[src/rtl/yuvov_ram.sv]
// Generic single-clock RAM: one write port, one read port, registered read.
// No dependencies.
module yuvov_ram #(
   parameter int WIDTH = 8,
   parameter int DEPTH = 16
) (
   input  logic                                      clock,
   input  logic                                      wr_en,
   input  logic [((DEPTH > 1) ? $clog2(DEPTH) : 1)-1:0] wr_addr,
   input  logic [WIDTH-1:0]                          wr_data,
   input  logic                                      rd_en,
   input  logic [((DEPTH > 1) ? $clog2(DEPTH) : 1)-1:0] rd_addr,
   output logic [WIDTH-1:0]                          rd_data
);

   logic [WIDTH-1:0] mem_ff [DEPTH];
   logic [WIDTH-1:0] rd_ff;

   always_ff @(posedge clock) begin
      if (wr_en) begin
         mem_ff[wr_addr] <= wr_data;
      end
      if (rd_en) begin
         rd_ff <= mem_ff[rd_addr];
      end
   end

   assign rd_data = rd_ff;

endmodule

[config.mk]
export PLATFORM = sky130hd
export DESIGN_NAME = yuvov_ram
export DESIGN_NICKNAME = d
export VERILOG_FILES = /design/src/rtl/yuvov_ram.sv
export SDC_FILE = /design/constraint.sdc
export NUM_CORES = 1
export LEC_CHECK = 0
export ABC_AREA = 1
export BUFFER_PORTS_ARGS = -buffer_cell sky130_fd_sc_hd__buf_2
export CORE_MARGIN = 4
export CORE_UTILIZATION = 55
export DETAILED_ROUTE_END_ITERATION = 16
export GPL_ROUTABILITY_DRIVEN = 0
export HOLD_SLACK_MARGIN = 0.15
export PLACE_DENSITY = 0.72
export RECOVER_POWER = 50
export SLEW_MARGIN = 0
export SYNTH_ARGS = -nofsm -noshare
export SYNTH_HDL_FRONTEND = slang
export SYNTH_SLANG_ARGS = --single-unit
[constraint.sdc]
create_clock -name clock -period 1.1 [get_ports clock]
set_input_delay 0.055 -clock clock [delete_from_list [all_inputs] [get_ports clock]]
set_output_delay 0.055 -clock clock [all_outputs]
set_load 0.005 [all_outputs]
==> results by group, run 1 <==
Synthesis
  • Cell with the most instances after synthesis: nand2_1
  • Syn_nets: between 500 and 600
  • Post-synth EDFFs: 136
  • Area share of the largest cell type after synthesis: 69.8%
  • Synth Flop Type: edfxtp_1
  • Register area share after synthesis: 69.8%
  • Netlist cell types: 11
  • Netlist Area Pre-Place: 5850 µm²
  • Asr flop ratio synth: 0%
  • Commonest cells in the netlist: nand2_1, edfxtp_1, inv_1
  • Cell taking the most area after synthesis: edfxtp_1
  • Top post-synthesis cells by area: edfxtp_1, nand2_1, nand3_1
  • Yosys synthesis warning count: 0
  • FF+latch count, synth: roughly 140
  • Syn Inst Count: 551
  • Avg Synthesized Cell Area: about 11 µm²

Routing
  • Initial DRC Count: 481
  • Via/cell ratio: 5.25
  • Post-route ant nets: 0
  • DRC: 0
  • Via count: 3998
  • Final Routed Wirelength: 13100 µm
  • Drt first pass iters: 6
  • Post-DR wirelength/cell: 17.3 µm

Clock network
  • Post-CTS setup buffers: 0
  • Clock tree sinks: approximately 140
  • Num CTS Buffers: 17
  • CTS H-Tree Depth: 4
  • CTS tree: yes
  • Root Buffer: clkbuf_8
  • Clock transition at path regs: around 60 ps
  • Max Buffers Root-to-Sink: 2
  • Skew-Pair Late Insertion Delay: 520 ps

Placed design
  • I/O Buffers: 26
  • Placed Area: 6220 µm²
  • DP Wirelength: between 7000 and 8000 µm

Setup path
  • WP depth: 1
  • Crit Reg-Reg Endpoint: rd_data[4]
  • CP Max Fanout: 1
  • Crit path cell chain: buf_2
  • R2R depth: 6
  • CP max stage delay: 420 ps
  • Worst setup path startpoint: rd_data[3]
  • CP delay by family, top: flip-flops
  • CP Buf/Inv Count: 1
  • Slack of the worst reg-to-reg path: 20 ps
  • Reg2reg start: mem_ff[12][4]
  • Worst path arrival time: 1100 ps
  • Crit Path Category: reg -> out
  • Kind of end point of the critical path: output port
  • Slowest cell on the critical path: edfxtp_1
  • Setup crit end: rd_data[3]
  • Startpoint types: flop
  • Crit path required time: 1040 ps

Power and ir drop
  • Worst VDD drop: 1.13 mV
  • PwrDens: 1670 nW/µm²
  • P_leak: 3.06 nW

GRT
  • First-pass GRT wire length: 21200 µm
  • Initial antenna violation count: 0
  • Grt ovf: 0
  • Vias in the first global route: 3996
  • GRT Resource Usage Total: 22.6%
  • Largest net degree at the start of global routing: 52

Flow run
  • Max-cap violations: 0

Finish
  • Layout Nets: 632
  • Area grow syn2layout: 21.0%
  • Diode count: 0
  • Final Cell Area: 7080 µm²
  • Layout cells sized above 1: 18.1%

Floorplan
  • Num ports: 27
  • Core area: 10300 µm²
  • Die W: 111 µm
  • FP Rows: 37
  • Die area: 12300 µm²
  • Die height: 111 µm
  • Initial core utilization: 56.6%

Outcome
  • Status: finished, violations left
  • Failing checks: setup timing

Timing
  • Final Cycle Share: 105%
  • Max Clock Skew: approximately 5.3 ps
  • Post-route worst setup slack: -53.8 ps
  • Fmax: 867 MHz
  • Final setup fails: 5
  • Least-Margin Pin Slew: 740 ps
  • RSZ-0062 raised after global routing: yes
  • Final worst path period need: between 1000 and 1500 ps
  • Hold Fails Final Rpt: 0
  • Setup TNS: -167 ps
  • Max-slew headroom: 50.6%
  • Final Max Tran Viols: 0

Hold path
  • Hold/Removal Path Class: in -> reg
==> metrics by stage <==
stage | power [mW] | util [%] | std cells | hold slack [ps] | setup slack (ps)
global placement | 6.66 | 60.3 | 716 | 434 | -84.5
floorplan | 6.38 | - | 551 | 154 | 94.2
finish | 11.8 | 68.5 | 762 | 196 | -53.8
detailed placement | 6.68 | 60.3 | 716 | 435 | -95.5
CTS | 11.9 | 67.1 | 763 | 165 | -89.9
global route | 12.3 | 68.5 | 762 | 215 | -94.6
==> power by group <==
group / internal, mW / switching (mW)
Sequential: 5.84 / 0.0353
Clock: 3.17 / 1.98
Combinational: 0.273 / 0.526
==> cell usage in the layout (no fill, tap or decap), types with 3 or more instances in the layout <==
cell	synthesis	routed
buf_12	0	3
nor2_1	17	16
edfxtp_1	136	136
dlygate4sd3_1	0	15
nand3_1	97	63
clkbuf_1	0	11
inv_1	100	98
clkbuf_16	0	16
buf_4	4	23
nand2_1	173	169
inv_2	2	4
nand2_2	0	4
clkinv_2	0	6
nand3_2	0	34
clkinv_1	0	3
buf_2	13	16
==> per-layer routing <==
| metal | share of wire [%] | routed length, µm | track usage [%] | vias up |
|---|---|---|---|---|
| met5 | 0 | 0 | 0 | - |
| met4 | 2.4 | 314 | 8.92 | 0 |
| met3 | 7.8 | 1030 | 6.00 | 35 |
| met2 | 50 | 6600 | 36.0 | 183 |
| met1 | 40 | 5200 | 29.9 | 1876 |
| li1 | - | - | - | 1904 |
==> state kept, by name, summed over array words and instances, names as in the netlist <==
| signal | count |
|---|---|
| mem_ff | 128 |
| rd_data | 8 |
==> how the worst min path moves through the flow <==
stage                   endpoint  slack [ps]  cells after the start        from
global placement      rd_data[7]         430                      1       rd_en
finish              mem_ff[3][1]         200                      5  wr_addr[3]
global route        mem_ff[3][7]         220                      5  wr_addr[3]
floorplan           mem_ff[0][0]         150                      0  wr_data[0]
CTS                 mem_ff[3][1]         160                      5  wr_addr[3]
detailed placement    rd_data[1]         430                      1       rd_en
==> cell type report <==
type                    instances  area, µm²
clock inverters                12        109
inverters                     102        383
multi-input cells             289       1400
clock buffers                  20        425
fillers                       733       3250
well taps                     136        170
repair buffers                 67        509
flip-flops and latches        136       4080
==> kinds of logic after synthesis <==
logic type             share of synthesized area (%)
buffers and inverters                           9.39
DFF                                             69.8
and+or+nand+nor                                 20.8
==> tightest hold or removal path, delay by kind of cell <==
family                 cells  cell delay (ps)
buffers and inverters      2              270
AND/OR/NAND/NOR            3              220
==> what timing repair did <==
| item | in CTS | in global routing |
|---|---|---|
| hold buffers | 15 | 0 |
| gates resized for setup | 5 | 37 |
| pin swaps | 0 | 33 |
| endpoints found under the hold margin | 150 | 0 |
| endpoints found under the setup margin | 9 | 48 |
No activity file was read; power rests on OpenSTA's default activity.
==> run 2, diff against run 1 <==
- ABC_AREA: 1 -> 0
- SLEW_MARGIN: 0 -> not set
==> results by group, run 2 <==
Clock network
  • Clock transition at path regs: 60 ps (about the same)
  • Root Buffer: clkbuf_8
  • Max Buffers Root-to-Sink: 2 (unchanged)
  • Skew-Pair Late Insertion Delay: 510 ps (about the same)
  • Post-CTS setup buffers: 0 (unchanged)
  • Clock tree sinks: 136 (unchanged)
  • CTS H-Tree Depth: 4 (unchanged)
  • CTS tree: yes
  • Num CTS Buffers: 17 (unchanged)

Flow run
  • Max-cap violations: 0 (unchanged)

GRT
  • First-pass GRT wire length: 15900 µm (-25%)
  • Largest net degree at the start of global routing: 17 (-67%)
  • GRT Resource Usage Total: 20.3% (-2.4 points)
  • Grt ovf: 0 (unchanged)
  • Initial antenna violation count: 0 (unchanged)
  • Vias in the first global route: 2698 (-32%)

Floorplan
  • Initial core utilization: 56.6% (-0.061 points)
  • Die height: 105 µm (-5.1%)
  • Core area: 9240 µm² (-10%)
  • FP Rows: 35 (-5.4%)
  • Die W: 105 µm (-5.1%)
  • Num ports: 27 (unchanged)
  • Die area: 11100 µm² (-9.9%)

Timing
  • Fmax: 709 MHz (-18%)
  • Hold Fails Final Rpt: 0 (unchanged)
  • Setup TNS: -2370 ps (-2200 ps)
  • RSZ-0062 raised after global routing: yes
  • Final setup fails: 11 (+6)
  • Max-slew headroom: 37.8% (-13 points)
  • Final worst path period need: 1410 ps (+256 ps)
  • Max Clock Skew: 9.84 ps (+4.52 ps)
  • Final Max Tran Viols: 0 (unchanged)
  • Final Cycle Share: 128% (+23 points)
  • Post-route worst setup slack: -310 ps (-256 ps)
  • Least-Margin Pin Slew: 930 ps (+190 ps)

Routing
  • Initial DRC Count: 227 (-53%)
  • Final Routed Wirelength: 10200 µm (-22%)
  • Via/cell ratio: 5.62 (+7.1%)
  • Post-DR wirelength/cell: 23.0 µm (+33%)
  • Via count: 2507 (-37%)
  • Post-route ant nets: 0 (unchanged)
  • DRC: 0 (unchanged)
  • Drt first pass iters: 4 (-2)

Finish
  • Final-layout fill cell count: 562 (-23%)
  • Layout cells sized above 1: 40.7% (+23 points)
  • Diode count: 0 (unchanged)
  • Layout Nets: 323 (-49%)
  • Most frequent cells in the layout: edfxtp_1, mux4_2, clkbuf_16, buf_2, dlygate4sd3_1
  • Commonest non-fill, non-tap cell in the layout: edfxtp_1
  • Biggest register: mem_ff
  • Max reg flops: 128 (unchanged)
  • Final Cell Area: 6540 µm² (-7.6%)
  • Area grow syn2layout: 25.1%

Power and ir drop
  • PwrDens: 1830 nW/µm² (+9.3%)
  • Worst VDD drop: 0.916 mV (-19%)
  • P_leak: 2.17 nW (-29%)

Setup path
  • CP Max Fanout: 1 (unchanged)
  • CP max stage delay: 480 ps (+60 ps)
  • Worst path arrival time: 1660 ps (+560 ps)
  • Startpoint types: flop
  • Slowest cell on the critical path: mux4_2
  • Worst setup path startpoint: mem_ff[2][6]
  • Crit path required time: 1360 ps (+320 ps)
  • Crit path cell chain: mux4_2 -> a22oi_2 -> nand2_1
  • Crit Path Category: reg -> reg
  • R2R depth: 3 (-3)
  • Kind of end point of the critical path: flop
  • Reg2reg start: mem_ff[2][6]

Synthesis
  • Synth Area in Simple Gates: 3.14% (-18 points)
  • Compound-cell area share of the yosys netlist: 2.30% (+2.3 points)
  • FF+latch count, synth: 136 (unchanged)
  • Cell taking the most area after synthesis: edfxtp_1
  • Syn Inst Count: 229 (-58%)
  • Main combinational cell family by area after synthesis: multiplexers
  • Avg Synthesized Cell Area: 22.8 µm² (+120%)
  • Post-synth EDFFs: 136 (unchanged)
  • Asr flop ratio synth: 0% (unchanged)
  • Yosys synthesis warning count: 0 (unchanged)
  • Cell with the most instances after synthesis: edfxtp_1
  • Register area share after synthesis: 78.1% (+8.3 points)
  • Area share of the largest cell type after synthesis: 78.1% (+8.3 points)
  • Synth Flop Type: edfxtp_1
  • Post-Synth XOR/XNOR Area: 0% (unchanged)
  • Syn_nets: 248 (-56%)
  • Area share of fa/ha/maj cells after synthesis: 0% (unchanged)
  • Netlist cell types: 18 (+7)
  • Commonest cells in the netlist: edfxtp_1, mux4_2, a22oi_1
  • Mux contribution to synthesized area: 14.8% (+15 points)
  • Top post-synthesis cells by area: edfxtp_1, mux4_2, mux4_1
  • Netlist Area Pre-Place: 5230 µm² (-11%)

Outcome
  • Failing checks: setup timing
  • Status: finished, violations left

Placed design
  • I/O Buffers: 26 (unchanged)
  • DP Wirelength: 6500 µm (-17%)
  • Placed Area: 5760 µm² (-7.4%)

Hold path
  • Cells on Worst Hold Path: 4 (-1)
  • Hold/Removal Path Class: in -> reg
  • Min-delay src: wr_addr[3]
-- run 2: cell count changes after synthesis, sizes merged, moves of 2 or more --
cell           previous run  this run
nand3                    97         1
nor3                      0         4
nand2b                    0         2
buf                      24         7
nor2                     17        13
mux4                      0        32
nand2                   173         9
clkdlybuf4s25             0         3
a22oi                     0        16
inv                     102         0
-- run 2: cell type report --
class                           instances  area [µm²]  area share, %
Sequential cell                       136        4080           62.4
Clock inverter                         14         158           2.41
Tap cell                              129         161           2.47
Timing Repair Buffer                   66         608           9.30
Multi-Input combinational cell         83        1110           17.0
Clock buffer                           18         418           6.39
-- run 2: cells by family (layout without fill, tap and decap cells) --
group           count (synthesis)  after routing
buf+inv                        10             98
flops                         136            136
mux                            32             32
compound gates                 16             16
simple gates                   35             35
-- run 2: layer usage --
layer	share of wire [%]	vias up	routed length, µm	GRT usage, %
li1	-	1120	-	-
met1	38	1279	3940	27.0
met2	52	94	5370	31.7
met3	7.5	14	772	6.49
met4	1.6	0	164	7.22
met5	0	-	0	0
-- run 2: final timing paths --
check / slack, ps / to
hold / removal: 150 / mem_ff[2][1]
setup / recovery: -310 / rd_data[6]
setup reg to reg: -310 / rd_data[6]
hold reg to reg: 750 / rd_data[5]
-- run 2: critical path, delay by kind of cell (launching register included) --
kind | cells | cell delay, ps
AO/OA/AOI/OAI | 1 | 230
flip-flops | 1 | 360
multiplexers | 1 | 480
AND/OR/NAND/NOR | 1 | 90
-- run 2: what timing repair did --
action,CTS,global route
gates resized for setup,7,21
setup endpoints to repair,12,90
hold buffers,11,0
pin swaps,3,0
endpoints found under the hold margin,192,0
-- run 2: report_power, final --
part | switching, mW | internal [mW]
clock | 1.98 | 3.42
combinational | 0.346 | 0.322
sequential | 0.0337 | 5.84
total | 2.36 | 9.58
-- run 2: metrics by stage --
step           setup slack [ps]  total power, mW  hold WS, ps  cells  util [%]
6_report                   -310             11.9          153    446      70.8
5_1_grt                    -356             12.4          154    446      70.8
4_1_cts                    -324             12.0          131    446      70.1
3_5_place_dp               -509             6.59          445    403      62.3
3_3_place_gp               -469             6.57          438    403      62.3
2_1_floorplan              -166             6.30          154    229         -
